--- config.mk ---
export PLATFORM = sky130hd
export DESIGN_NAME = i2c_bitbang_master
export DESIGN_NICKNAME = d
export VERILOG_FILES = /design/src/hdl/ibm_pkg.sv /design/src/hdl/ibm_step.sv /design/src/hdl/i2c_bitbang_master.sv
export SDC_FILE = /design/constraint.sdc
export NUM_CORES = 1
export LEC_CHECK = 0
export BUFFER_PORTS_ARGS = -buffer_cell sky130_fd_sc_hd__buf_2
export CAP_MARGIN = 0
export CORE_MARGIN = 8
export CORE_UTILIZATION = 60
export CTS_CLUSTER_DIAMETER = 80
export DETAILED_ROUTE_END_ITERATION = 16
export PLACE_DENSITY_LB_ADDON = 0.12
export SYNTH_ARGS = -nofsm -noshare
export SYNTH_HDL_FRONTEND = slang
export SYNTH_SLANG_ARGS = --single-unit
--- constraint.sdc ---
create_clock -name i_clk -period 3.63 [get_ports i_clk]
set_clock_uncertainty 0.15 [all_clocks]
set_input_delay 0.363 -clock i_clk [delete_from_list [all_inputs] [get_ports i_clk]]
set_output_delay 0.363 -clock i_clk [all_outputs]
set_load 0.005 [all_outputs]
--- src/hdl/ibm_pkg.sv ---
package ibm_pkg;

    // line positions within one bus
    localparam logic [1:0] POS_SCL = 2'd0;
    localparam logic [1:0] POS_SDA = 2'd1;
    localparam logic [1:0] POS_DRV = 2'd2;

    // sequencer phases
    localparam logic [3:0] PH_IDLE    = 4'd0;
    localparam logic [3:0] PH_ST_A    = 4'd1;
    localparam logic [3:0] PH_ST_B    = 4'd2;
    localparam logic [3:0] PH_SP_A    = 4'd3;
    localparam logic [3:0] PH_SP_B    = 4'd4;
    localparam logic [3:0] PH_SP_C    = 4'd5;
    localparam logic [3:0] PH_W_BIT   = 4'd6;
    localparam logic [3:0] PH_W_HIGH  = 4'd7;
    localparam logic [3:0] PH_W_LOW   = 4'd8;
    localparam logic [3:0] PH_A_REL   = 4'd9;
    localparam logic [3:0] PH_A_HIGH  = 4'd10;
    localparam logic [3:0] PH_A_POLL  = 4'd11;
    localparam logic [3:0] PH_R_HIGH  = 4'd12;
    localparam logic [3:0] PH_R_LOW   = 4'd13;
    localparam logic [3:0] PH_RA_HIGH = 4'd14;
    localparam logic [3:0] PH_RA_END  = 4'd15;

    // command codes
    localparam logic [2:0] FN_NONE  = 3'd0;
    localparam logic [2:0] FN_START = 3'd1;
    localparam logic [2:0] FN_STOP  = 3'd2;
    localparam logic [2:0] FN_WRITE = 3'd3;
    localparam logic [2:0] FN_READ  = 3'd4;

    // configuration register indexes
    localparam logic [2:0] CFG_START_STOP_DELAY = 3'd0;
    localparam logic [2:0] CFG_BIT_DELAY        = 3'd1;
    localparam logic [2:0] CFG_ACK_HIGH_DELAY   = 3'd2;
    localparam logic [2:0] CFG_SETTLE_DELAY     = 3'd3;
    localparam logic [2:0] CFG_ACK_TIMEOUT      = 3'd4;

    // reset values
    localparam logic [7:0] RST_START_STOP_DELAY = 8'd7;
    localparam logic [7:0] RST_BIT_DELAY        = 8'd2;
    localparam logic [7:0] RST_ACK_HIGH_DELAY   = 8'd5;
    localparam logic [7:0] RST_SETTLE_DELAY     = 8'd1;
    localparam logic [7:0] RST_ACK_TIMEOUT      = 8'd250;
    localparam logic [5:0] RST_LINES            = 6'h3f;
    localparam logic [3:0] BITS_PER_BYTE        = 4'd8;

    typedef struct packed {
        logic [7:0] start_stop_delay;
        logic [7:0] bit_delay;
        logic [7:0] ack_high_delay;
        logic [7:0] settle_delay;
        logic [7:0] ack_timeout;
    } t_cfg;

    typedef struct packed {
        logic [2:0] func;
        logic       bus_select;
        logic [7:0] tx_byte;
        logic       send_ack;
        logic       sda0_in;
        logic       sda1_in;
    } t_item;

    typedef struct packed {
        logic [3:0] phase;
        logic       active_bus;
        logic [7:0] tick_count;
        logic [3:0] bit_index;
        logic [7:0] shift_reg;
        logic [7:0] poll_count;
        logic       ack_choice;
        logic [5:0] lines;
        logic [7:0] rx_hold;
    } t_state;

    typedef struct packed {
        logic [5:0] lines;
        logic       busy;
        logic       done;
        logic [7:0] rx_data;
        logic       ack_error;
        logic       rejected;
    } t_result;

endpackage

--- src/hdl/ibm_step.sv ---
module ibm_step (
    input  ibm_pkg::t_state  i_state,
    input  ibm_pkg::t_cfg    i_cfg,
    input  ibm_pkg::t_item   i_item,
    output ibm_pkg::t_state  o_state,
    output ibm_pkg::t_result o_result
);

    // set one line of the chosen bus
    function automatic logic [5:0] f_line(input logic [5:0] lv, input logic bus,
                                          input logic [1:0] pos, input logic v);
        logic [2:0] idx;
        logic [5:0] r;
        idx = bus ? (3'(pos) + 3'd3) : 3'(pos);
        r = lv;
        r[idx] = v;
        return r;
    endfunction

    // a zero delay counts as one tick
    function automatic logic [7:0] f_dly(input logic [7:0] d);
        return (d == 8'd0) ? 8'd1 : d;
    endfunction

    ibm_pkg::t_state n;
    logic [5:0] lv;
    logic       bus;
    logic       sda;
    logic       done;
    logic       err;
    logic       rej;
    logic [3:0] bit_nx;

    // one tick of the sequencer
    always_comb begin
        n      = i_state;
        lv     = i_state.lines;
        bus    = i_state.active_bus;
        sda    = i_state.active_bus ? i_item.sda1_in : i_item.sda0_in;
        done   = 1'b0;
        err    = 1'b0;
        rej    = 1'b0;
        bit_nx = i_state.bit_index + 4'd1;
        if (i_state.phase == ibm_pkg::PH_IDLE) begin
            // command decode while idle
            case (i_item.func)
                ibm_pkg::FN_START: begin
                    bus = i_item.bus_select;
                    lv = f_line(lv, bus, ibm_pkg::POS_DRV, 1'b1);
                    lv = f_line(lv, bus, ibm_pkg::POS_SDA, 1'b1);
                    lv = f_line(lv, bus, ibm_pkg::POS_SCL, 1'b1);
                    n.phase = ibm_pkg::PH_ST_A;
                    n.tick_count = f_dly(i_cfg.start_stop_delay);
                end
                ibm_pkg::FN_STOP: begin
                    bus = i_item.bus_select;
                    n.ack_choice = 1'b0;
                    lv = f_line(lv, bus, ibm_pkg::POS_DRV, 1'b1);
                    lv = f_line(lv, bus, ibm_pkg::POS_SCL, 1'b0);
                    lv = f_line(lv, bus, ibm_pkg::POS_SDA, 1'b0);
                    n.phase = ibm_pkg::PH_SP_A;
                    n.tick_count = f_dly(i_cfg.start_stop_delay);
                end
                ibm_pkg::FN_WRITE: begin
                    bus = i_item.bus_select;
                    n.shift_reg = i_item.tx_byte;
                    n.bit_index = 4'd0;
                    lv = f_line(lv, bus, ibm_pkg::POS_DRV, 1'b1);
                    lv = f_line(lv, bus, ibm_pkg::POS_SCL, 1'b0);
                    n.phase = ibm_pkg::PH_W_BIT;
                    n.tick_count = f_dly(i_cfg.bit_delay);
                end
                ibm_pkg::FN_READ: begin
                    bus = i_item.bus_select;
                    n.ack_choice = i_item.send_ack;
                    n.shift_reg = 8'd0;
                    n.bit_index = 4'd0;
                    lv = f_line(lv, bus, ibm_pkg::POS_DRV, 1'b0);
                    lv = f_line(lv, bus, ibm_pkg::POS_SDA, 1'b1);
                    lv = f_line(lv, bus, ibm_pkg::POS_SCL, 1'b0);
                    n.phase = ibm_pkg::PH_R_HIGH;
                    n.tick_count = f_dly(i_cfg.bit_delay);
                end
                default: begin
                end
            endcase
        end else begin
            rej = (i_item.func != ibm_pkg::FN_NONE);
            if (i_state.tick_count > 8'd1) begin
                n.tick_count = i_state.tick_count - 8'd1;
            end else begin
                case (i_state.phase)
                    ibm_pkg::PH_ST_A: begin
                        lv = f_line(lv, bus, ibm_pkg::POS_SDA, 1'b0);
                        n.phase = ibm_pkg::PH_ST_B;
                        n.tick_count = f_dly(i_cfg.start_stop_delay);
                    end
                    ibm_pkg::PH_ST_B: begin
                        lv = f_line(lv, bus, ibm_pkg::POS_SCL, 1'b0);
                        n.phase = ibm_pkg::PH_IDLE;
                        done = 1'b1;
                    end
                    ibm_pkg::PH_SP_A: begin
                        lv = f_line(lv, bus, ibm_pkg::POS_SCL, 1'b1);
                        n.phase = ibm_pkg::PH_SP_B;
                        n.tick_count = f_dly(i_cfg.start_stop_delay);
                    end
                    ibm_pkg::PH_SP_B: begin
                        lv = f_line(lv, bus, ibm_pkg::POS_SDA, 1'b1);
                        n.phase = ibm_pkg::PH_SP_C;
                        n.tick_count = f_dly(i_cfg.start_stop_delay);
                    end
                    ibm_pkg::PH_SP_C: begin
                        n.phase = ibm_pkg::PH_IDLE;
                        done = 1'b1;
                        err = i_state.ack_choice;
                        n.ack_choice = 1'b0;
                    end
                    ibm_pkg::PH_W_BIT: begin
                        lv = f_line(lv, bus, ibm_pkg::POS_SDA, i_state.shift_reg[7]);
                        n.shift_reg = {i_state.shift_reg[6:0], 1'b0};
                        n.phase = ibm_pkg::PH_W_HIGH;
                        n.tick_count = f_dly(i_cfg.bit_delay);
                    end
                    ibm_pkg::PH_W_HIGH: begin
                        lv = f_line(lv, bus, ibm_pkg::POS_SCL, 1'b1);
                        n.phase = ibm_pkg::PH_W_LOW;
                        n.tick_count = f_dly(i_cfg.bit_delay);
                    end
                    ibm_pkg::PH_W_LOW: begin
                        lv = f_line(lv, bus, ibm_pkg::POS_SCL, 1'b0);
                        n.bit_index = bit_nx;
                        n.phase = (bit_nx < ibm_pkg::BITS_PER_BYTE) ? ibm_pkg::PH_W_BIT
                                                                    : ibm_pkg::PH_A_REL;
                        n.tick_count = f_dly(i_cfg.bit_delay);
                    end
                    ibm_pkg::PH_A_REL: begin
                        lv = f_line(lv, bus, ibm_pkg::POS_DRV, 1'b0);
                        lv = f_line(lv, bus, ibm_pkg::POS_SDA, 1'b1);
                        n.phase = ibm_pkg::PH_A_HIGH;
                        n.tick_count = f_dly(i_cfg.settle_delay);
                    end
                    ibm_pkg::PH_A_HIGH: begin
                        lv = f_line(lv, bus, ibm_pkg::POS_SCL, 1'b1);
                        n.poll_count = 8'd0;
                        n.phase = ibm_pkg::PH_A_POLL;
                        n.tick_count = f_dly(i_cfg.settle_delay);
                    end
                    ibm_pkg::PH_A_POLL: begin
                        // acknowledge poll, stop on timeout
                        if (!sda) begin
                            lv = f_line(lv, bus, ibm_pkg::POS_SCL, 1'b0);
                            n.phase = ibm_pkg::PH_IDLE;
                            done = 1'b1;
                        end else if (i_state.poll_count >= i_cfg.ack_timeout) begin
                            n.ack_choice = 1'b1;
                            lv = f_line(lv, bus, ibm_pkg::POS_DRV, 1'b1);
                            lv = f_line(lv, bus, ibm_pkg::POS_SCL, 1'b0);
                            lv = f_line(lv, bus, ibm_pkg::POS_SDA, 1'b0);
                            n.phase = ibm_pkg::PH_SP_A;
                            n.tick_count = f_dly(i_cfg.start_stop_delay);
                        end else begin
                            n.poll_count = i_state.poll_count + 8'd1;
                            n.tick_count = 8'd1;
                        end
                    end
                    ibm_pkg::PH_R_HIGH: begin
                        lv = f_line(lv, bus, ibm_pkg::POS_SCL, 1'b1);
                        n.shift_reg = {i_state.shift_reg[6:0], sda};
                        n.bit_index = bit_nx;
                        n.phase = ibm_pkg::PH_R_LOW;
                        n.tick_count = f_dly(i_cfg.settle_delay);
                    end
                    ibm_pkg::PH_R_LOW: begin
                        lv = f_line(lv, bus, ibm_pkg::POS_SCL, 1'b0);
                        if (i_state.bit_index < ibm_pkg::BITS_PER_BYTE) begin
                            n.phase = ibm_pkg::PH_R_HIGH;
                        end else begin
                            lv = f_line(lv, bus, ibm_pkg::POS_DRV, 1'b1);
                            lv = f_line(lv, bus, ibm_pkg::POS_SDA, !i_state.ack_choice);
                            n.phase = ibm_pkg::PH_RA_HIGH;
                        end
                        n.tick_count = f_dly(i_cfg.bit_delay);
                    end
                    ibm_pkg::PH_RA_HIGH: begin
                        lv = f_line(lv, bus, ibm_pkg::POS_SCL, 1'b1);
                        n.phase = ibm_pkg::PH_RA_END;
                        n.tick_count = f_dly(i_cfg.ack_high_delay);
                    end
                    ibm_pkg::PH_RA_END: begin
                        lv = f_line(lv, bus, ibm_pkg::POS_SCL, 1'b0);
                        n.rx_hold = i_state.shift_reg;
                        n.phase = ibm_pkg::PH_IDLE;
                        done = 1'b1;
                    end
                    default: begin
                        n.phase = ibm_pkg::PH_IDLE;
                    end
                endcase
            end
        end
        n.active_bus = bus;
        n.lines = lv;
    end

    // result of this tick
    assign o_state            = n;
    assign o_result.lines     = n.lines;
    assign o_result.busy      = (n.phase != ibm_pkg::PH_IDLE);
    assign o_result.done      = done;
    assign o_result.rx_data   = n.rx_hold;
    assign o_result.ack_error = err;
    assign o_result.rejected  = rej;

endmodule

--- src/hdl/i2c_bitbang_master.sv ---
// Two-bus I2C master stepped by timing ticks: each input transfer is one tick
// and yields exactly one result transfer holding the line levels and status
// after that tick. A command (start, stop, write byte with acknowledge wait,
// read byte with master ACK/NACK) is taken only on a tick that finds the
// sequencer idle; a command on a busy tick is flagged rejected and ignored.
// One tick is accepted every clock cycle unless the result channel stalls;
// each tick goes through the input register, the combinational sequencer
// step and the result register before its result appears. Configuration
// writes are meant for idle periods only.
module i2c_bitbang_master (
    input  logic       i_clk,
    input  logic       i_rst_n,
    // tick channel
    input  logic       i_in_valid,
    output logic       o_in_ready,
    input  logic [2:0] i_func,
    input  logic       i_bus_select,
    input  logic [7:0] i_tx_byte,
    input  logic       i_send_ack,
    input  logic       i_sda0_in,
    input  logic       i_sda1_in,
    // result channel
    output logic       o_out_valid,
    input  logic       i_out_ready,
    output logic       o_scl0,
    output logic       o_sda0_out,
    output logic       o_sda0_drive,
    output logic       o_scl1,
    output logic       o_sda1_out,
    output logic       o_sda1_drive,
    output logic       o_busy_res,
    output logic       o_done_res,
    output logic [7:0] o_rx_data,
    output logic       o_ack_error,
    output logic       o_rejected,
    // configuration channel
    input  logic       i_cfg_valid,
    output logic       o_cfg_ready,
    input  logic [2:0] i_cfg_index,
    input  logic [7:0] i_cfg_data
);

    ibm_pkg::t_cfg    r_cfg;
    ibm_pkg::t_item   r_item;
    logic             r_in_valid;
    ibm_pkg::t_state  r_state;
    ibm_pkg::t_state  n_state;
    ibm_pkg::t_result n_result;
    ibm_pkg::t_result r_result;
    logic             r_out_valid;
    logic             w_step;

    // handshake control
    assign w_step      = r_in_valid && (!r_out_valid || i_out_ready);
    assign o_in_ready  = !r_in_valid || w_step;
    assign o_cfg_ready = 1'b1;

    // configuration registers
    always_ff @(posedge i_clk) begin
        if (!i_rst_n) begin
            r_cfg.start_stop_delay <= ibm_pkg::RST_START_STOP_DELAY;
            r_cfg.bit_delay        <= ibm_pkg::RST_BIT_DELAY;
            r_cfg.ack_high_delay   <= ibm_pkg::RST_ACK_HIGH_DELAY;
            r_cfg.settle_delay     <= ibm_pkg::RST_SETTLE_DELAY;
            r_cfg.ack_timeout      <= ibm_pkg::RST_ACK_TIMEOUT;
        end else if (i_cfg_valid) begin
            case (i_cfg_index)
                ibm_pkg::CFG_START_STOP_DELAY: r_cfg.start_stop_delay <= i_cfg_data;
                ibm_pkg::CFG_BIT_DELAY:        r_cfg.bit_delay        <= i_cfg_data;
                ibm_pkg::CFG_ACK_HIGH_DELAY:   r_cfg.ack_high_delay   <= i_cfg_data;
                ibm_pkg::CFG_SETTLE_DELAY:     r_cfg.settle_delay     <= i_cfg_data;
                ibm_pkg::CFG_ACK_TIMEOUT:      r_cfg.ack_timeout      <= i_cfg_data;
                default: begin
                end
            endcase
        end
    end

    // input register
    always_ff @(posedge i_clk) begin
        if (!i_rst_n) begin
            r_in_valid <= 1'b0;
        end else if (o_in_ready) begin
            r_in_valid <= i_in_valid;
        end
    end

    always_ff @(posedge i_clk) begin
        if (o_in_ready && i_in_valid) begin
            r_item.func       <= i_func;
            r_item.bus_select <= i_bus_select;
            r_item.tx_byte    <= i_tx_byte;
            r_item.send_ack   <= i_send_ack;
            r_item.sda0_in    <= i_sda0_in;
            r_item.sda1_in    <= i_sda1_in;
        end
    end

    ibm_step u_step (
        .i_state  (r_state),
        .i_cfg    (r_cfg),
        .i_item   (r_item),
        .o_state  (n_state),
        .o_result (n_result)
    );

    // sequencer state, advanced once per tick
    always_ff @(posedge i_clk) begin
        if (!i_rst_n) begin
            r_state.phase      <= ibm_pkg::PH_IDLE;
            r_state.active_bus <= 1'b0;
            r_state.tick_count <= 8'd0;
            r_state.bit_index  <= 4'd0;
            r_state.shift_reg  <= 8'd0;
            r_state.poll_count <= 8'd0;
            r_state.ack_choice <= 1'b0;
            r_state.lines      <= ibm_pkg::RST_LINES;
            r_state.rx_hold    <= 8'd0;
        end else if (w_step) begin
            r_state <= n_state;
        end
    end

    // result register
    always_ff @(posedge i_clk) begin
        if (!i_rst_n) begin
            r_out_valid <= 1'b0;
        end else if (w_step) begin
            r_out_valid <= 1'b1;
        end else if (i_out_ready) begin
            r_out_valid <= 1'b0;
        end
    end

    always_ff @(posedge i_clk) begin
        if (w_step) begin
            r_result <= n_result;
        end
    end

    assign o_out_valid  = r_out_valid;
    assign o_scl0       = r_result.lines[0];
    assign o_sda0_out   = r_result.lines[1];
    assign o_sda0_drive = r_result.lines[2];
    assign o_scl1       = r_result.lines[3];
    assign o_sda1_out   = r_result.lines[4];
    assign o_sda1_drive = r_result.lines[5];
    assign o_busy_res   = r_result.busy;
    assign o_done_res   = r_result.done;
    assign o_rx_data    = r_result.rx_data;
    assign o_ack_error  = r_result.ack_error;
    assign o_rejected   = r_result.rejected;

`ifndef SYNTHESIS
    // a running phase always has a live tick count
    a_tick_live: assert property (@(posedge i_clk) disable iff (!i_rst_n)
        r_state.phase != ibm_pkg::PH_IDLE |-> r_state.tick_count != 8'd0)
        else $error("tick count zero in active phase");

    // bit counter never passes one byte
    a_bit_range: assert property (@(posedge i_clk) disable iff (!i_rst_n)
        r_state.bit_index <= ibm_pkg::BITS_PER_BYTE)
        else $error("bit index out of range");

    // acknowledge error only comes with done, and done leaves the block idle
    a_err_done: assert property (@(posedge i_clk) disable iff (!i_rst_n)
        r_out_valid && r_result.ack_error |-> r_result.done && !r_result.busy)
        else $error("ack error without finished command");

    // state advances only together with a new result
    a_state_step: assert property (@(posedge i_clk) disable iff (!i_rst_n)
        !w_step |=> $stable(r_state))
        else $error("sequencer moved without a tick");
`endif

endmodule

Word level (Yosys, flattened, before mapping)
Cells that the tools add are included.
{"block": "op_classes", "reduce_logical": 50, "add_sub_neg": 3, "bitwise": 27, "mux": 64, "magnitude_cmp": 16, "n_eq_ne": 32}
{"cell": "$mux W8", "count": 11}
{"cell": "$and A6 B6 Y6", "count": 9}
{"cell": "$or A6 B6 Y6", "count": 9}
{"cell": "$pmux W4 S12", "count": 1}
{"cell": "$pmux W6 S8", "count": 1}
{"cell": "$pmux W8 S2", "count": 3}
{"cell": "$pmux W8 S5", "count": 1}
{"cell": "$not A6 Y6", "count": 6}
{"cell": "$eq A4 B4 Y1 const B", "count": 8}
{"cell": "$logic_not A8 Y1", "count": 4}
{"cell": "$mux W6", "count": 5}
{"cell": "$mux W4", "count": 6}
{"cell": "$pmux W12 S2", "count": 1}
{"cell": "$pmux W6 S4", "count": 1}
{"cell": "$mux W21", "count": 1}
{"cell": "$lt A3 B4 Y1 const B", "count": 5}
{"cell": "$mux W20", "count": 1}
{"cell": "$demux W1 S3", "count": 6}
{"cell": "$ge A3 B1 Y1 const B", "count": 6}
{"cell": "$eq A4 B3 Y1 const B", "count": 4}
{"cell": "$pmux W4 S4", "count": 1}
{"cell": "$reduce_or A3 Y1", "count": 5}
{"cell": "$bwmux W6", "count": 2}
{"cell": "$eq A3 B2 Y1 const B", "count": 4}
{"cell": "other kinds (38)", "count": 91}
{"block": "word_totals", "regBits": 123, "out_inout_bits": 21, "inputBits": 31, "wordCells": 220}

Longest topological paths before layout
{"block": "logic_depth", "depth_word": 13, "ltp_mapped": 10, "ltp_nobuf": 8}

Cells and area by module
From an unflattened synthesis, not the netlist that was laid out.
{"block": "unflattened", "hier_cells": 935, "hier_area_um2": 7977.7}
{"module": "i2c_bitbang_master", "cells_per_inst": 401, "area_per_inst_um2": 4430.5, "seq_area_each_um2": 2792.7, "instances": 1}
{"module": "ibm_step", "cells_per_inst": 534, "area_per_inst_um2": 3547.2, "seq_area_each_um2": 0.0, "instances": 1}

Worst setup path before layout
OpenSTA, ideal clock, no wires.
{"block": "synth_path", "path_type": "register to register", "startpoint": "register r_state[15] in the netlist's numbering", "endpoint": "register r_result, in the netlist o_scl1 (data pin)", "setup_time_ns": 0.274, "t_required_ns": 3.206, "period_less_slack_ns": 2.429, "arrival_time_ns": 2.005, "path_stages_with_launch": 9, "n_path_buf": 0, "slack_ns": 1.201, "path_cell_list": "dfxtp_1 -> inv_1 -> ha_1 -> nand2b_1 -> a2111oi_2 -> o31ai_2 -> nor2_1 -> a2111oi_0 -> o31ai_1"}
{"item": "from (decl)", "line": "i2c_bitbang_master.sv:46", "source": "ibm_pkg::t_state r_state;"}
{"item": "from (signal assigned)", "line": "i2c_bitbang_master.sv:120", "source": "r_state <= n_state;"}
{"item": "to (signal assigned)", "line": "i2c_bitbang_master.sv:137", "source": "r_result <= n_result;"}
{"item": "to (decl)", "line": "i2c_bitbang_master.sv:49", "source": "ibm_pkg::t_result r_result;"}

Worst setup path after layout
{"block": "layout_path", "startpoint": "register r_state[35] in the netlist's numbering", "endpoint": "register r_state[14] in the netlist's numbering"}
{"block": "layout_via", "elab_chain_len": 3}
{"item": "$gt A8 B1 Y1", "line": "ibm_step.sv:89", "source": "if (i_state.tick_count > 8'd1) begin"}
{"item": "$ne A2 B1 Y1 (no line)"}
{"item": "$reduce_and A6 Y1 (no line)"}
Every way passes these cells.
A chain may end at the register's enable or synchronous reset.

==> reports/results.txt <==
EDFF count, synth - 33
Worst path bufs/invs - 1
Most common cell after layout, fill and taps aside - nand2_1
DR pass1 iterations - 5
Highest clock rate - 317 MHz
Worst r2r dst - r_state[14]
Clock insertion delay at the later pin of the skew report - 0.53 ns
Seq/Total Area, Yosys - 41.6%
Top-area cell type share of the netlist area - 26.8%
Vias per cell - 6.36
TNS Setup - 0 ns
Hold Fails Final Rpt - 0
Final core utilization - 72.0%
Slowest stage delay, CP - 0.98 ns
RSZ-0062 raised after global routing - no
Total Power - 3.81 mW
Fin. max-slew vios - 0
Post-Syn Area per Cell - 8.52 sq um
Mapped Cells - 788
Die area - 14,800 sq um
FILL cells - 813
Fin nets - 890
Crit-path max FO - 17
Switching Share - 30.0%
Worst hold endpoint - r_cfg[0]
P_sw - 1.14 mW
Maxcap violations - 0
Synthesized cell area - 6710 sq um
Required time of the critical path - 3.90 ns
Worst Path Arrival - 3.42 ns
Global-route wire length before repair - 30.8 mm
HPWL Detailed - 13.0 mm
Worst hold path class - in -> reg
Worst vdd ir - 414 uV
Multi-input logic area - 3580 sq um
Non-Filler Instances - 1,001
GRT overflow - 0
Top cells by area, synth - dfxtp_1 (27%), edfxtp_1 (15%), nand2_1 (7.0%)
Post-CTS Setup Bufs - 0
Row Count - 38
Antenna Violating Nets Remaining - 0
Core area - 10,900 sq um
Worst Hold Margin - 0.0547 ns
Post-synthesis cell type count - 81
Starting Density - 61.7%
Proportion of layout cells with a drive suffix above 1 - 15.0%
CTS tree - built
Critical-path top delay cell - nor2_1
Int Pwr - 2.67 mW
Ys async rst share - 0%
Resized Gates After CTS - 0
Yosys warns - 0
Prevailing post-synth register cell - dfxtp_1
Area Growth Syn to Fin - 16.8%
Yosys top cell by area - dfxtp_1
Crit path time final - 3.15 ns
Startpoint Class - register
Worst r2r src - r_state[35]
I/O Buffers - 50
Hold path start - i_cfg_index[2]
R2R depth - 7
Period utilisation layout - 86.8%
Num CTS Buffers - 17
Relative slew slack - 18.1%
Power Density - 486 nW/um^2
WS Path Type - reg -> reg
Status - completed
Total wire length - 18.8 mm
Clk pin slew, worst setup/hold paths - 0.06 ns
Cell Chain, Critical Path - inv_1, ha_1, o21ba_1, nand3_2, nor2_1, o21ai_0, o311a_1
Die Ht - 122 microns
Root buf cell - clkbuf_8
Global Route Usage Sum - 25.9%
# IOs - 52
DR WL/cell - 18.7 microns
Storage cell area - 2790 sq um
Clk pwr share - 40.9%
CTS Buffer Depth - 2
DR iter-0 viols - 649
Seq pwr share - 40.7%
Initial antenna violation count - 0
Hold Crit Depth - 4
DIE WIDTH - 122 microns
DR DRC count - 0
Worst reg2reg setup slack - 0.48 ns
Commonest non-fill, non-tap cells in the layout - nand2_1 (125), dfxtp_1 (90), a21oi_1 (76)
Placed cells - 943
Vias in the first global route - 6,208
Worst Tran Pin Value - 1.22 ns
Flops & latches, synth - 123
Comb pwr share - 18.4%
Via count - 6,366
H-tree depth - 4
CP Capture Type - register
# setup viols final - 0
Largest net degree at the start of global routing - 54
CP delay by family, top - simple AND/OR/NAND/NOR gates
Net Count, Synth - 831
RD Place Congestion - 0.921
Leak - 2.95 nW
CTS sink count - 123
-- cell families (layout without fill, tap and decap cells) --
group | Yosys count | in the layout | synth area share (%)
muxes | 21 | 21 | 3.36
and+or+nand+nor | 290 | 290 | 20.6
adders and majority gates | 12 | 12 | 2.24
xor gates and xnor gates | 15 | 15 | 1.96
DFF | 123 | 123 | 41.6
buffers and inverters | 79 | 151 | 5.01
AOI/OAI and AO/OA | 247 | 247 | 25.1
other | 1 | 2 | 0.0559
-- worst min-delay path, cell delays in order --
cell	delay [ns]
buf_2	0.10
nand3_1	0.09
nand2_1	0.08
a21oi_1	0.05
-- metal layers --
metal  wire (microns)  GRT usage, %
met1             8040          32.9
met2             8680          40.7
met3             1590          7.54
met4              438          9.95
met5                0             0
-- Yosys cell counts, types with 12 or more instances --
| cell type | count |
|---|---|
| a21oi_1 | 76 |
| a31oi_1 | 19 |
| buf_2 | 20 |
| clkbuf_1 | 30 |
| dfxtp_1 | 90 |
| edfxtp_1 | 33 |
| ha_1 | 12 |
| inv_1 | 24 |
| nand2_1 | 125 |
| nand3_1 | 26 |
| nor2_1 | 49 |
| nor3_1 | 18 |
| o211ai_1 | 15 |
| o21ai_0 | 30 |
-- registers in the layout, indices dropped and copies added, names as in the netlist --
| signal | flops |
|---|---|
| o_rejected | 1 |
| o_ack_error | 1 |
| o_sda1_drive | 1 |
| o_sda0_drive | 1 |
| o_done_res | 1 |
| r_in_valid | 1 |
| r_state | 48 |
| o_out_valid | 1 |
| r_item | 15 |
| o_busy_res | 1 |
| r_cfg | 40 |
| o_sda0_out | 1 |
| o_scl1 | 1 |
| o_rx_data | 8 |
| o_scl0 | 1 |
| o_sda1_out | 1 |
-- cell type report --
type	count	share of cell area [%]
inverters	25	1.20
multi-input cells	586	45.7
well taps	140	2.23
clock inverters	14	1.53
flip-flops and latches	123	35.6
repair buffers	94	8.20
diodes	1	0.0319
clock buffers	18	5.46
-- power by group through the flow --
stage,Sequential [mW],Clock (mW),Combinational (mW)
after floorplan,1.55,0,0.500
after global placement,1.58,0,0.646
after detailed placement,1.58,0,0.661
after CTS,1.55,1.57,0.686
after global routing,1.56,1.63,0.766
final,1.55,1.56,0.700
-- worst max-delay path by stage --
stage / start / end / slack, ns / cells after the start
after detailed placement: r_state[35] / r_state[14] / 0.55 / 7
after global placement: r_state[35] / r_state[14] / 0.67 / 7
after floorplan: r_state[15] / o_scl1 / 1.20 / 8
final: r_state[35] / r_state[14] / 0.48 / 7
after global routing: r_state[35] / r_state[14] / 0.24 / 7
after CTS: r_state[35] / r_state[14] / 0.54 / 7
-- metrics by stage --
stage / worst slack, ns / instance area, sq um
2_1_floorplan: 1.20 / 6710
3_3_place_gp: 0.673 / 7040
3_5_place_dp: 0.546 / 7040
4_1_cts: 0.539 / 7840
5_1_grt: 0.239 / 7840
6_report: 0.480 / 7840
-- repair_timing --
| item | CTS | global route |
|---|---|---|
| endpoints found under the setup margin | 0 | 0 |
| hold buffers | 25 | 0 |
| endpoints found under the hold margin | 51 | 0 |
No activity file was read; power rests on OpenSTA's default activity.
